--- src/rtl/core/trrs_pkg.sv ---
// shared types and constants for the tick rate ratio sampler
// used by every module and interface of the block; no dependencies

package trrs_pkg;

  // ring size default and field widths
  localparam int unsigned RingDepth = 64;
  localparam int unsigned MsW       = 32;
  localparam int unsigned ReqW      = 7;
  localparam int unsigned ScaleW    = 10;
  localparam int unsigned CapW      = 22;
  localparam int unsigned DivCntW   = 5;

  localparam logic [MsW-1:0]    GuestCap   = 32'd4000000;
  localparam logic [ScaleW-1:0] ScaleReset = 10'd1000;

  // opcodes of an input beat
  localparam logic OpTick     = 1'b0;
  localparam logic OpSnapshot = 1'b1;

  // register indexes on the config port
  localparam logic RegEnable = 1'b0;
  localparam logic RegScale  = 1'b1;

  typedef enum logic [2:0] {
    ST_IDLE,
    ST_MUL,
    ST_DIVGO,
    ST_DIV,
    ST_PUSH,
    ST_RD,
    ST_LOAD,
    ST_SEND
  } state_e;

  typedef struct packed {
    logic           start;
    logic [MsW-1:0] dividend;
    logic [MsW-1:0] divisor;
  } div_req_t;

  typedef struct packed {
    logic           done;
    logic [MsW-1:0] quotient;
  } div_rsp_t;

  typedef struct packed {
    logic push;
    logic rd_en;
  } ring_ctl_t;

endpackage

--- src/rtl/core/trrs_if.sv ---
// valid/ready channel interfaces for tick and snapshot beats in and sample beats out
// depends on trrs_pkg for field widths

interface trrs_in_if;
  logic                         valid;
  logic                         ready;
  logic                         opcode;
  logic [trrs_pkg::MsW-1:0]     guest_ms;
  logic [trrs_pkg::MsW-1:0]     host_ms;
  logic [trrs_pkg::ReqW-1:0]    max_count;

  modport source (output valid, output opcode, output guest_ms, output host_ms,
                  output max_count, input ready);
  modport sink   (input valid, input opcode, input guest_ms, input host_ms,
                  input max_count, output ready);
endinterface

interface trrs_out_if;
  logic                     valid;
  logic                     ready;
  logic [trrs_pkg::MsW-1:0] sample_value;
  logic                     last_sample;

  modport source (output valid, output sample_value, output last_sample, input ready);
  modport sink   (input valid, input sample_value, input last_sample, output ready);
endinterface

--- src/rtl/core/trrs_div.sv ---
// iterative restoring divider, one quotient bit per cycle
// depends on trrs_pkg for the request and response structs

module trrs_div (
  input  logic               clk_i,
  input  logic               rst_ni,
  input  trrs_pkg::div_req_t req_i,
  output trrs_pkg::div_rsp_t rsp_o
);

  localparam int unsigned W = trrs_pkg::MsW;

  logic [W-1:0]                 rem_q, rem_d;
  logic [W-1:0]                 quo_q, quo_d;
  logic [W-1:0]                 dvs_q;
  logic [trrs_pkg::DivCntW-1:0] cnt_q;
  logic                         busy_q, done_q;
  logic [W:0]                   part;
  logic [W:0]                   trial;

  // one shift-subtract step
  always_comb begin
    part  = {rem_q, quo_q[W-1]};
    trial = part - {1'b0, dvs_q};
    if (!trial[W]) begin
      rem_d = trial[W-1:0];
      quo_d = {quo_q[W-2:0], 1'b1};
    end else begin
      rem_d = part[W-1:0];
      quo_d = {quo_q[W-2:0], 1'b0};
    end
  end

  always_ff @(posedge clk_i or negedge rst_ni) begin
    if (!rst_ni) begin
      busy_q <= 1'b0;
      done_q <= 1'b0;
      cnt_q  <= '0;
    end else begin
      done_q <= 1'b0;
      if (req_i.start) begin
        busy_q <= 1'b1;
        cnt_q  <= '0;
      end else if (busy_q) begin
        cnt_q <= cnt_q + 1'b1;
        if (cnt_q == '1) begin
          busy_q <= 1'b0;
          done_q <= 1'b1;
        end
      end
    end
  end

  always_ff @(posedge clk_i) begin
    if (req_i.start) begin
      rem_q <= '0;
      quo_q <= req_i.dividend;
      dvs_q <= req_i.divisor;
    end else if (busy_q) begin
      rem_q <= rem_d;
      quo_q <= quo_d;
    end
  end

  assign rsp_o.done     = done_q;
  assign rsp_o.quotient = quo_q;

endmodule

--- src/rtl/core/trrs_ring.sv ---
// sample ring: memory with registered read, write pointer and saturating fill count
// depends on trrs_pkg for the control struct and data width

module trrs_ring #(
  parameter int unsigned RING_DEPTH = trrs_pkg::RingDepth,
  parameter int unsigned PW         = $clog2(RING_DEPTH),
  parameter int unsigned CW         = $clog2(RING_DEPTH + 1)
) (
  input  logic                     clk_i,
  input  logic                     rst_ni,
  input  trrs_pkg::ring_ctl_t      ctl_i,
  input  logic [trrs_pkg::MsW-1:0] wdata_i,
  input  logic [PW-1:0]            raddr_i,
  output logic [trrs_pkg::MsW-1:0] rdata_o,
  output logic [PW-1:0]            wptr_o,
  output logic [CW-1:0]            count_o
);

  localparam logic [PW-1:0] LastPtr = PW'(RING_DEPTH - 1);
  localparam logic [CW-1:0] Full    = CW'(RING_DEPTH);

  logic [trrs_pkg::MsW-1:0] mem [RING_DEPTH];
  logic [trrs_pkg::MsW-1:0] rdata_q;
  logic [PW-1:0]            wptr_q;
  logic [CW-1:0]            count_q;

  always_ff @(posedge clk_i or negedge rst_ni) begin
    if (!rst_ni) begin
      wptr_q  <= '0;
      count_q <= '0;
    end else if (ctl_i.push) begin
      wptr_q <= (wptr_q == LastPtr) ? '0 : wptr_q + 1'b1;
      if (count_q != Full) begin
        count_q <= count_q + 1'b1;
      end
    end
  end

  always_ff @(posedge clk_i) begin
    if (ctl_i.push) begin
      mem[wptr_q] <= wdata_i;
    end
  end

  always_ff @(posedge clk_i) begin
    if (ctl_i.rd_en) begin
      rdata_q <= mem[raddr_i];
    end
  end

  assign rdata_o = rdata_q;
  assign wptr_o  = wptr_q;
  assign count_o = count_q;

endmodule

--- src/rtl/core/tick_rate_ratio_sampler.sv ---
// top level of the tick rate ratio sampler: sequencer, config registers, output register
// depends on trrs_pkg, trrs_if, trrs_div and trrs_ring
//
//   channel  dir  handshake          payload
//   in_i     in   valid/ready        opcode, guest_ms, host_ms, max_count
//   out_o    out  valid/ready        sample_value, last_sample
//   apb      in   psel/penable/pw..  paddr 3 bits, 32-bit data, pready tied high
//
// a tick beat ends at the accept when disabled or on the latching tick; with a zero
// host difference it goes on to a ring push, else the sequencer steps through the
// multiply, the divider start, the divide steps, the done flag and the ring push
// a snapshot returns its samples one at a time, each by memory read, output load and
// send; a stall on out_o holds the output register and the sequencer
// in_i.ready is high only while the sequencer is idle
// reset clears control state, pointers and the fill count; the ring itself is not cleared

module tick_rate_ratio_sampler #(
  parameter int unsigned RING_DEPTH = trrs_pkg::RingDepth
) (
  input  logic        clk_i,
  input  logic        rst_ni,
  trrs_in_if.sink     in_i,
  trrs_out_if.source  out_o,
  input  logic        psel,
  input  logic        penable,
  input  logic        pwrite,
  input  logic [2:0]  paddr,
  input  logic [31:0] pwdata,
  output logic [31:0] prdata,
  output logic        pready
);

  localparam int unsigned PW = $clog2(RING_DEPTH);
  localparam int unsigned CW = $clog2(RING_DEPTH + 1);
  localparam int unsigned W  = trrs_pkg::MsW;
  localparam int unsigned SW = trrs_pkg::ScaleW;
  localparam logic [PW-1:0] LastPtr = PW'(RING_DEPTH - 1);
  localparam logic [CW:0]   DepthX  = (CW + 1)'(RING_DEPTH);

  trrs_pkg::state_e state_q, state_d;

  // config registers
  logic          enable_q;
  logic [SW-1:0] scale_q;
  logic          started_q;
  logic          cfg_wr;

  // tick datapath
  logic [W-1:0]                 prev_g_q, prev_h_q;
  logic [W-1:0]                 gdiff, hdiff;
  logic [trrs_pkg::CapW-1:0]    gd_q, gd_cap;
  logic [W-1:0]                 hd_q;
  logic [W-1:0]                 prod_q, prod_w;
  logic [W-1:0]                 ratio_q;

  // snapshot control
  logic [CW-1:0]  remain_q;
  logic [PW-1:0]  rd_addr_q;
  logic [CW-1:0]  snap_cnt;
  logic [trrs_pkg::ReqW-1:0] stored_x;
  logic [CW:0]    first_x;
  logic [PW-1:0]  first_ptr;

  // output register
  logic         out_valid_q;
  logic [W-1:0] out_data_q;
  logic         out_last_q;

  logic in_fire;
  logic out_fire;

  trrs_pkg::div_req_t  div_req;
  trrs_pkg::div_rsp_t  div_rsp;
  trrs_pkg::ring_ctl_t ring_ctl;
  logic [W-1:0]        ring_rdata;
  logic [PW-1:0]       ring_wptr;
  logic [CW-1:0]       ring_count;

  assign pready   = 1'b1;
  assign cfg_wr   = psel && penable && pwrite;
  assign in_fire  = in_i.valid && in_i.ready;
  assign out_fire = out_o.valid && out_o.ready;

  always_comb begin
    unique case (paddr[2])
      trrs_pkg::RegEnable: prdata = {31'b0, enable_q};
      trrs_pkg::RegScale:  prdata = {{(32 - SW){1'b0}}, scale_q};
      default:             prdata = '0;
    endcase
  end

  // wrapping differences and the guest cap
  assign gdiff  = in_i.guest_ms - prev_g_q;
  assign hdiff  = in_i.host_ms - prev_h_q;
  assign gd_cap = (gdiff > trrs_pkg::GuestCap) ? trrs_pkg::CapW'(trrs_pkg::GuestCap)
                                               : trrs_pkg::CapW'(gdiff);
  // 22 x 10 bits fits 32 bits
  assign prod_w = W'(gd_q) * W'(scale_q);

  // snapshot length and oldest slot to read
  assign stored_x  = trrs_pkg::ReqW'(ring_count);
  assign snap_cnt  = (in_i.max_count < stored_x) ? CW'(in_i.max_count) : ring_count;
  always_comb begin
    first_x = (CW + 1)'(ring_wptr) + DepthX - (CW + 1)'(snap_cnt);
    if (first_x >= DepthX) begin
      first_x = first_x - DepthX;
    end
    first_ptr = PW'(first_x);
  end

  // sequencer
  always_comb begin
    state_d        = state_q;
    div_req.start  = 1'b0;
    ring_ctl.push  = 1'b0;
    ring_ctl.rd_en = 1'b0;
    unique case (state_q)
      trrs_pkg::ST_IDLE: begin
        if (in_fire) begin
          if (in_i.opcode == trrs_pkg::OpTick) begin
            if (enable_q && started_q) begin
              state_d = (hdiff == '0) ? trrs_pkg::ST_PUSH : trrs_pkg::ST_MUL;
            end
          end else if (snap_cnt != '0) begin
            state_d = trrs_pkg::ST_RD;
          end
        end
      end
      trrs_pkg::ST_MUL:   state_d = trrs_pkg::ST_DIVGO;
      trrs_pkg::ST_DIVGO: begin
        div_req.start = 1'b1;
        state_d       = trrs_pkg::ST_DIV;
      end
      trrs_pkg::ST_DIV: begin
        if (div_rsp.done) begin
          state_d = trrs_pkg::ST_PUSH;
        end
      end
      trrs_pkg::ST_PUSH: begin
        ring_ctl.push = 1'b1;
        state_d       = trrs_pkg::ST_IDLE;
      end
      trrs_pkg::ST_RD: begin
        ring_ctl.rd_en = 1'b1;
        state_d        = trrs_pkg::ST_LOAD;
      end
      trrs_pkg::ST_LOAD:  state_d = trrs_pkg::ST_SEND;
      trrs_pkg::ST_SEND: begin
        if (out_fire) begin
          state_d = (remain_q == '0) ? trrs_pkg::ST_IDLE : trrs_pkg::ST_RD;
        end
      end
      default: state_d = trrs_pkg::ST_IDLE;
    endcase
  end

  assign div_req.dividend = prod_q;
  assign div_req.divisor  = hd_q;

  assign in_i.ready   = (state_q == trrs_pkg::ST_IDLE);
  assign out_o.valid  = out_valid_q;
  assign out_o.sample_value = out_data_q;
  assign out_o.last_sample  = out_last_q;

  // control registers
  always_ff @(posedge clk_i or negedge rst_ni) begin
    if (!rst_ni) begin
      state_q     <= trrs_pkg::ST_IDLE;
      enable_q    <= 1'b0;
      scale_q     <= trrs_pkg::ScaleReset;
      started_q   <= 1'b0;
      prev_g_q    <= '0;
      prev_h_q    <= '0;
      remain_q    <= '0;
      rd_addr_q   <= '0;
      out_valid_q <= 1'b0;
    end else begin
      state_q <= state_d;
      if (cfg_wr) begin
        unique case (paddr[2])
          trrs_pkg::RegEnable: begin
            enable_q <= pwdata[0];
            // disabling drops the latched counts
            if (!pwdata[0]) begin
              started_q <= 1'b0;
            end
          end
          trrs_pkg::RegScale: scale_q <= pwdata[SW-1:0];
          default: ;
        endcase
      end
      if (state_q == trrs_pkg::ST_IDLE && in_fire) begin
        if (in_i.opcode == trrs_pkg::OpTick) begin
          if (enable_q) begin
            started_q <= 1'b1;
            prev_g_q  <= in_i.guest_ms;
            prev_h_q  <= in_i.host_ms;
          end
        end else begin
          remain_q  <= snap_cnt;
          rd_addr_q <= first_ptr;
        end
      end
      if (state_q == trrs_pkg::ST_LOAD) begin
        out_valid_q <= 1'b1;
        remain_q    <= remain_q - 1'b1;
        rd_addr_q   <= (rd_addr_q == LastPtr) ? '0 : rd_addr_q + 1'b1;
      end
      if (state_q == trrs_pkg::ST_SEND && out_fire) begin
        out_valid_q <= 1'b0;
      end
    end
  end

  // payload registers
  always_ff @(posedge clk_i) begin
    if (state_q == trrs_pkg::ST_IDLE && in_fire) begin
      gd_q <= gd_cap;
      hd_q <= hdiff;
      // zero host difference reads as unity
      ratio_q <= {{(W - SW){1'b0}}, scale_q};
    end
    if (state_q == trrs_pkg::ST_MUL) begin
      prod_q <= prod_w;
    end
    if (state_q == trrs_pkg::ST_DIV && div_rsp.done) begin
      ratio_q <= div_rsp.quotient;
    end
    if (state_q == trrs_pkg::ST_LOAD) begin
      out_data_q <= ring_rdata;
      out_last_q <= (remain_q == CW'(1));
    end
  end

  trrs_div u_div (
    .clk_i  (clk_i),
    .rst_ni (rst_ni),
    .req_i  (div_req),
    .rsp_o  (div_rsp)
  );

  trrs_ring #(
    .RING_DEPTH (RING_DEPTH),
    .PW         (PW),
    .CW         (CW)
  ) u_ring (
    .clk_i   (clk_i),
    .rst_ni  (rst_ni),
    .ctl_i   (ring_ctl),
    .wdata_i (ratio_q),
    .raddr_i (rd_addr_q),
    .rdata_o (ring_rdata),
    .wptr_o  (ring_wptr),
    .count_o (ring_count)
  );

endmodule
--- src/flat_wrapper.sv ---
// flat-port wrapper written by rule: the top's interface ports become plain ports
module tick_rate_ratio_sampler_flat 
#(
  parameter int unsigned RING_DEPTH = trrs_pkg::RingDepth
)
  (clk_i, rst_ni, psel, penable, pwrite, paddr, pwdata, prdata, pready, in_i_valid, in_i_opcode, in_i_guest_ms, in_i_host_ms, in_i_max_count, in_i_ready, out_o_valid, out_o_sample_value, out_o_last_sample, out_o_ready);
  trrs_in_if in_i_i ();
  trrs_out_if out_o_i ();
  input  logic clk_i;
  input  logic rst_ni;
  input  logic psel;
  input  logic penable;
  input  logic pwrite;
  input  logic [2:0] paddr;
  input  logic [31:0] pwdata;
  output logic [31:0] prdata;
  output logic pready;
  input wire logic [$bits(in_i_i.valid)-1:0] in_i_valid;
  input wire logic [$bits(in_i_i.opcode)-1:0] in_i_opcode;
  input wire logic [$bits(in_i_i.guest_ms)-1:0] in_i_guest_ms;
  input wire logic [$bits(in_i_i.host_ms)-1:0] in_i_host_ms;
  input wire logic [$bits(in_i_i.max_count)-1:0] in_i_max_count;
  output wire logic [$bits(in_i_i.ready)-1:0] in_i_ready;
  output wire logic [$bits(out_o_i.valid)-1:0] out_o_valid;
  output wire logic [$bits(out_o_i.sample_value)-1:0] out_o_sample_value;
  output wire logic [$bits(out_o_i.last_sample)-1:0] out_o_last_sample;
  input wire logic [$bits(out_o_i.ready)-1:0] out_o_ready;
  assign in_i_i.valid = in_i_valid;
  assign in_i_i.opcode = in_i_opcode;
  assign in_i_i.guest_ms = in_i_guest_ms;
  assign in_i_i.host_ms = in_i_host_ms;
  assign in_i_i.max_count = in_i_max_count;
  assign in_i_ready = in_i_i.ready;
  assign out_o_valid = out_o_i.valid;
  assign out_o_sample_value = out_o_i.sample_value;
  assign out_o_last_sample = out_o_i.last_sample;
  assign out_o_i.ready = out_o_ready;
  tick_rate_ratio_sampler #(.RING_DEPTH(RING_DEPTH)) u_core (.clk_i(clk_i), .rst_ni(rst_ni), .in_i(in_i_i), .out_o(out_o_i), .psel(psel), .penable(penable), .pwrite(pwrite), .paddr(paddr), .pwdata(pwdata), .prdata(prdata), .pready(pready));
endmodule
--- config.mk ---
export PLATFORM = sky130hd
export DESIGN_NAME = tick_rate_ratio_sampler_flat
export DESIGN_NICKNAME = d
export VERILOG_FILES = /design/src/rtl/core/trrs_pkg.sv /design/src/rtl/core/trrs_if.sv /design/src/rtl/core/trrs_div.sv /design/src/rtl/core/trrs_ring.sv /design/src/rtl/core/tick_rate_ratio_sampler.sv /design/src/flat_wrapper.sv
export SDC_FILE = /design/constraint.sdc
export NUM_CORES = 2
export LEC_CHECK = 0
export ABC_AREA = 1
export BUFFER_PORTS_ARGS = -buffer_cell sky130_fd_sc_hd__buf_2
export CORE_ASPECT_RATIO = 1.75
export CORE_MARGIN = 4
export CORE_UTILIZATION = 34
export CTS_BUF_LIST = sky130_fd_sc_hd__clkbuf_4 sky130_fd_sc_hd__clkbuf_8 sky130_fd_sc_hd__clkbuf_16
export DETAILED_ROUTE_END_ITERATION = 7
export PLACE_DENSITY = 0.49
export SETUP_SLACK_MARGIN = 0.5
export SYNTH_ARGS = -nofsm -noshare
export SYNTH_HDL_FRONTEND = slang
export SYNTH_SLANG_ARGS = --single-unit
--- constraint.sdc ---
create_clock -name clk_i -period 5.58 [get_ports clk_i]
set_clock_uncertainty 0.2 [all_clocks]
set_input_delay 0.558 -clock clk_i [delete_from_list [all_inputs] [get_ports clk_i]]
set_output_delay 0.558 -clock clk_i [all_outputs]
set_load 0.03 [all_outputs]
# --- Yosys cells after proc, flatten, opt, wreduce, memory -nomap -nowiden ---
# Memories as Yosys holds them, arrays and structs flattened. A register that Yosys moved wholly into a read port is not among the register bits.
# Index checks and enable logic that the tools add are counted.
word_totals:
  ram_bits: 2048
  regBits: 360
  mem_count: 1
  input_bits: 114
classes:
  add_sub_neg: 11
  mul: 1
  reduce_logical: 23
  eq_ne: 17
  bitwise_logic: 2
  muxes: 47
  n_lt_le_gt_ge: 3
mem_list:
  columns: ["name", "words", "word_bits", "read_ports", "rd_clocked_by_memory_dff", "write_ports", "line_no", "source"]
  rows:
  - ["u_core.u_ring.mem", 64, 32, 1, 1, 1, "trrs_ring.sv:22", "logic [trrs_pkg::MsW-1:0] mem [RING_DEPTH];"]
op_table:
  columns: ["operator", "count"]
  rows:
  - ["32-bit two-way mux", 5]
  - ["32-bit case mux with 2 select lines", 1]
  - ["32-bit subtractor", 2]
  - ["6-bit two-way mux", 6]
  - ["33-bit by 32-bit subtractor with 33-bit output", 1]
  - ["32-bit by 22-bit greater-than comparator with 1-bit output (second input constant)", 1]
  - ["32-bit logical NOT", 1]
  - ["22-bit by 10-bit multiplier with 32-bit output", 1]
  - ["7-bit two-way mux", 4]
  - ["3-bit two-way mux", 8]
  - ["3-bit case mux with 8 select lines", 1]
  - ["1-bit two-way mux", 20]
  - ["6-bit by 1-bit adder with 6-bit output (second input constant)", 2]
  - ["3-bit == test (second input constant)", 4]
  - ["6-bit == test (second input constant)", 2]
  - ["5-bit two-way mux", 2]
  - ["2-bit nonzero test", 5]
  - ["6-bit by 7-bit adder with 8-bit output (second input constant)", 1]
  - ["8-bit by 7-bit greater-or-equal comparator with 1-bit output (second input constant)", 1]
  - ["1-bit logical AND", 8]
  - ["2-bit AND reduction", 4]
  - ["8-bit by 7-bit subtractor with 8-bit output", 1]
  - ["7-bit by 1-bit adder with 7-bit output (second input constant)", 1]
  - ["7-bit by 1-bit == test with 1-bit output (second input constant)", 1]
  - ["other kinds (17)", 21]

# --- Longest topological paths before layout ---
depth:
  word_depth: 8
  depth_mapped: 25

# --- By module ---
# From an unflattened synthesis, not the netlist that was laid out.
unflattened:
  cells_unflattened: 10657
  hier_area_um2: 112329.0
by_module_without_submodules:
  columns: ["mod", "seq_area_each_um2", "n_inst", "area_each_um2", "cells_per_inst"]
  rows:
  - ["trrs_ring", 62785.2, 1, 83806.6, 6846]
  - ["tick_rate_ratio_sampler", 6869.1, 1, 21669.5, 2785]
  - ["trrs_div", 2737.6, 1, 6852.8, 1026]

# --- Least setup slack after synthesis ---
# No wires, ideal clock.
synth_timing:
  path_kind: "register to register"
  start: "register u_core.scale_q[3]"
  end: "register u_core.prod_q[27], data pin"
  arrival_time_ps: 5181
  path_buffers: 2
  period_less_slack_ps: 5642
  slack_ps: -62
  path_stages_with_launch: 26
  required_ps: 5119
  path_cell_list: "dfstp_2 > clkbuf_1 > clkbuf_1 > nand2_1 > fa_1 > inv_1 > fa_1 > inv_1 > fa_1 > inv_1 > fa_1 > inv_1 > fa_1 > inv_1 > ha_1 > nand2_1 > inv_1 > nand3_1 > nand2_1 > nand2_1 > o21ai_0 > a21boi_0 > o21ai_0 > nand2_1 > nand2_1 > xor2_1"
synth_via:
  elab_chain_cells: 1
synth_rtl:
  columns: ["item", "line_no", "source"]
  rows:
  - ["start: declaration", "tick_rate_ratio_sampler.sv:44", "logic [SW-1:0] scale_q;"]
  - ["start signal: assignment", "tick_rate_ratio_sampler.sv:170", "scale_q <= trrs_pkg::ScaleReset;"]
  - ["start signal: assignment", "tick_rate_ratio_sampler.sv:188", "trrs_pkg::RegScale: scale_q <= pwdata[SW-1:0];"]
  - ["22-bit by 10-bit multiplier with 32-bit output", "tick_rate_ratio_sampler.sv:98", "assign prod_w = W'(gd_q) * W'(scale_q);"]
  - ["via u_core.prod_w[27]", "tick_rate_ratio_sampler.sv:53", "logic [W-1:0] prod_q, prod_w;"]
  - ["end signal: assignment", "tick_rate_ratio_sampler.sv:224", "prod_q <= prod_w;"]
  - ["end: declaration", "tick_rate_ratio_sampler.sv:53", null]
# The timed path passes the listed nets, and every way through them passes these cells.
# A chain may end at the register's enable or synchronous reset.

# --- Final worst setup path ---
layout_timing:
  start: "register u_core.scale_q[7]"
  end: "register u_core.prod_q[30], data pin"
# The elaborated chain is that of the path after synthesis.

==> flow_summary.ini <==
[final_layout]
fillCellCount = 30468
largest_reg_flops = 2048
nets = 10296
post-route-util = 0.395
regMostFlops = u_core.u_ring.mem
final-seq-area_sq_um = 72400
drive_above_1_share = 0.119
multi_input_area_sq_um = 32600
syn2layout_area_growth_pct = 15.6
final_area_sq_um = 126000

[sta]
finalCritPeriodShare = 0.964
hold_viol = 0
setup_viol = 0
fin_setup_tns_ns = 0
drv_slew = 0
period_minus_slack_ns = 5.38
rsz0062_at_grt = true
max_freq_mhz = 186
worst_pin_slew_ns = 1.44
slew_headroom = 0.0407

[power_and_ir_drop]
power.switching_mw = 37.0
clkPwrFrac = 0.187
p_leak_nw = 45.5
seqPwrFrac = 0.268
swShare = 0.428
vdd_drop_max_uv = 1210
p_int_mw = 49.3
pwr-share-comb = 0.545
p_per_area_nw_per_um2 = 687

[synthesis]
ys_seq_area_frac = 0.666
synthCells = 9537
synth_area_sq_um = 109000
async_flop_share = 0.0463
synth_area_leaders = edfxtp_1 63%, o21ai_0 6.6%, nor2_1 6.0%
synth_top_area_share = 0.634
synth-edff-count = 2295
synth.distinct_cells = 55
ys_ff_latch = 2440
yosysWarnings = 0
synth_top_area_cell = edfxtp_1
synth_ff_type = edfxtp_1
syn_avg_cell_area_sq_um = 11.4

[clock_network]
clock_path_buffers = 4
cts_tree = done
numCtsBuffers = 235
root_buffer = clkbuf_16
h-tree-depth = 4
clkTransAtPathRegs_ns = 0.07
insertion_delay_ns = 0.90
clkSinkCount = 2440

[route]
wl_per_cell_um = 24.7
drc = 0
routed_wl_mm = 351
detail-route-antenna-nets = 0
viasPerCell = 5.31
dr.first_iter.drc_count = 6012
firstDrtPassIters = 5
num_vias = 75212

[worst_setup_path]
start_kind = flop
startpoint = u_core.scale_q[7]
rrSetupSlack_ns = 0.20
crit_type = flop to flop
reg2reg_depth = 20
critPathRequiredTime_ns = 6.01
reg2reg_from = u_core.scale_q[7]
critPathCaptureType = flop
cp-endpoint = u_core.prod_q[30]
r2r-end = u_core.prod_q[30]
cp.arrival_ns = 5.81
crit_fanout = 6

[floorplanning]
die_area_sq_um = 329000
die_h_um = 756
core_area_sq_um = 318000
ios = 182
num_rows = 274
initial_utilization = 0.342
die_x_um = 435

[run_status]
status = finished, final reports clean

[global_route]
grt_pass1_vias = 76149
grt_first_pass_wirelength_mm = 508
grt_use_total = 0.207
antenna_found_initial = 16
grt_max_degree = 179
gr-total-overflow = 0

[hold_path]
min_path_type = input port to asynchronous set/reset pin

[place]
io_buffers = 134
dpl-instance-area_sq_um = 116000
place.gp.congestion = 0.896
hpwl_mm = 213

[job]
max-cap-violations = 0
## synth_stat cells (3+ instances only)
| master | count |
|---|---|
| o21ai_1 | 6 |
| or2_2 | 19 |
| nand2_2 | 6 |
| nand4_1 | 27 |
| a211oi_1 | 4 |
| a21oi_1 | 207 |
| o221ai_1 | 15 |
| buf_4 | 25 |
| o22ai_1 | 636 |
| nand3_1 | 132 |
| dfrtp_1 | 107 |
| nor2_1 | 1728 |
| a22oi_1 | 4 |
| nand2_1 | 968 |
| clkbuf_1 | 445 |
| o21a_1 | 6 |
| o21bai_1 | 5 |
| edfxtp_1 | 2295 |
| xor2_1 | 53 |
| xnor2_1 | 30 |
| nor3_1 | 38 |
| fa_1 | 162 |
| and2_1 | 5 |
| inv_1 | 704 |
| a31oi_1 | 12 |
| and3_1 | 4 |
| o32ai_1 | 19 |
| a21o_1 | 9 |
| o21ai_0 | 1439 |
| buf_2 | 72 |
| o211ai_1 | 17 |
| o31ai_1 | 3 |
| dfstp_2 | 6 |
| nand3b_1 | 25 |
| a21boi_0 | 5 |
| nor2_2 | 12 |
| ha_1 | 180 |
| mux2_2 | 22 |
| buf_1 | 22 |
| dfxtp_1 | 32 |
| nor4_1 | 11 |
## what timing repair did
item,in CTS,in global routing
cloned,0,1
pin swaps,19,47
endpoints found under the setup margin,18,21
hold buffers,84,0
setup buffers,26,32
hold endpoints to repair,146,0
gates resized for setup,57,112
## layout make-up
class,instances,area share
multi-input cells,5845,0.260
repair buffers,610,0.0399
clock inverters,130,0.00922
flip-flops and latches,2440,0.577
diodes,3,0.0000598
well taps,4140,0.0413
clock buffers,300,0.0515
inverters,708,0.0214
## power groups by stage
stage / logic [mW] / clock network (mW) / registers, mW
finish: 47.0 / 16.1 / 23.2
global route: 51.1 / 17.2 / 23.3
CTS: 42.3 / 16.5 / 23.2
detailed placement: 39.7 / 0 / 23.6
global placement: 39.6 / 0 / 23.5
floorplan: 24.5 / 0 / 23.4
## placed cells by master, fill, tap and decap left out, types with 26 or more instances in the layout
cell / Yosys / routed
a21oi_1: 207 / 191
buf_12: 0 / 37
buf_2: 72 / 133
buf_4: 25 / 338
clkbuf_16: 0 / 239
clkbuf_4: 0 / 55
clkinv_1: 2 / 42
clkinv_2: 0 / 45
dfrtp_1: 107 / 101
dfxtp_1: 32 / 32
dlygate4sd3_1: 0 / 84
edfxtp_1: 2295 / 2295
fa_1: 162 / 158
ha_1: 180 / 163
inv_1: 704 / 681
nand2_1: 968 / 938
nand2_2: 6 / 26
nand3_1: 132 / 131
nand4_1: 27 / 27
nor2_1: 1728 / 1646
nor2_4: 1 / 70
nor3_1: 38 / 35
o21ai_0: 1439 / 1419
o22ai_1: 636 / 636
xnor2_1: 30 / 29
xor2_1: 53 / 52
## how the worst min path moves through the flow
stage | start | end | depth (start not counted) | slack (ns)
final | rst_ni | u_core.prev_h_q[23] | 2 | 0.11
after detailed placement | u_core.u_ring.rdata_o[1] | u_core.out_o.sample_value[1] | 0 | 0.20
after global placement | u_core.hd_q[11] | u_core.u_div.dvs_q[11] | 0 | 0.20
after floorplan | rst_ni | u_core.enable_q | 0 | 0.06
after global routing | in_i_max_count[0] | u_core.remain_q[0] | 3 | 0.13
after CTS | in_i_max_count[5] | u_core.remain_q[5] | 5 | 0.02
## logic make-up after synthesis
group           share of synthesized area
mux                               0.00228
simple gates                        0.108
xor+xnor                          0.00669
buf+inv                            0.0457
fa+ha+maj                          0.0506
other cells                     0.0000691
flops                               0.666
compound gates                      0.120
## critical path, cell delays in order (launching register included)
cell	delay [ns]
dfstp_2	0.66
buf_6	0.14
nand2_4	0.04
fa_1	0.50
fa_1	0.54
inv_1	0.07
fa_1	0.45
fa_1	0.49
inv_1	0.05
fa_1	0.49
inv_2	0.05
ha_4	0.24
a21o_1	0.20
inv_2	0.11
o21ai_4	0.07
nand2_1	0.06
o211ai_1	0.13
a31oi_1	0.18
buf_4	0.17
o211ai_1	0.11
xor2_1	0.17
## per-layer routing
layer,part of all wire,up-vias,global-route usage
li1,-,34223,-
met1,0.37,38013,0.230
met2,0.53,2235,0.391
met3,0.048,733,0.0239
met4,0.053,8,0.0967
met5,0.00016,-,0
## through the flow
step | hold WS [ns] | power (mW) | cells | worst slack, ns
finish | 0.108 | 86.3 | 14176 | 0.199
global route | 0.128 | 91.5 | 14174 | 0.0266
CTS | 0.0161 | 81.9 | 14140 | 0.203
detailed placement | 0.205 | 63.3 | 13600 | -0.0131
global placement | 0.201 | 63.1 | 13600 | -0.0512
floorplan | 0.0624 | 47.9 | 9558 | 0.434
Note: power is estimated with default switching activity, not from simulation.
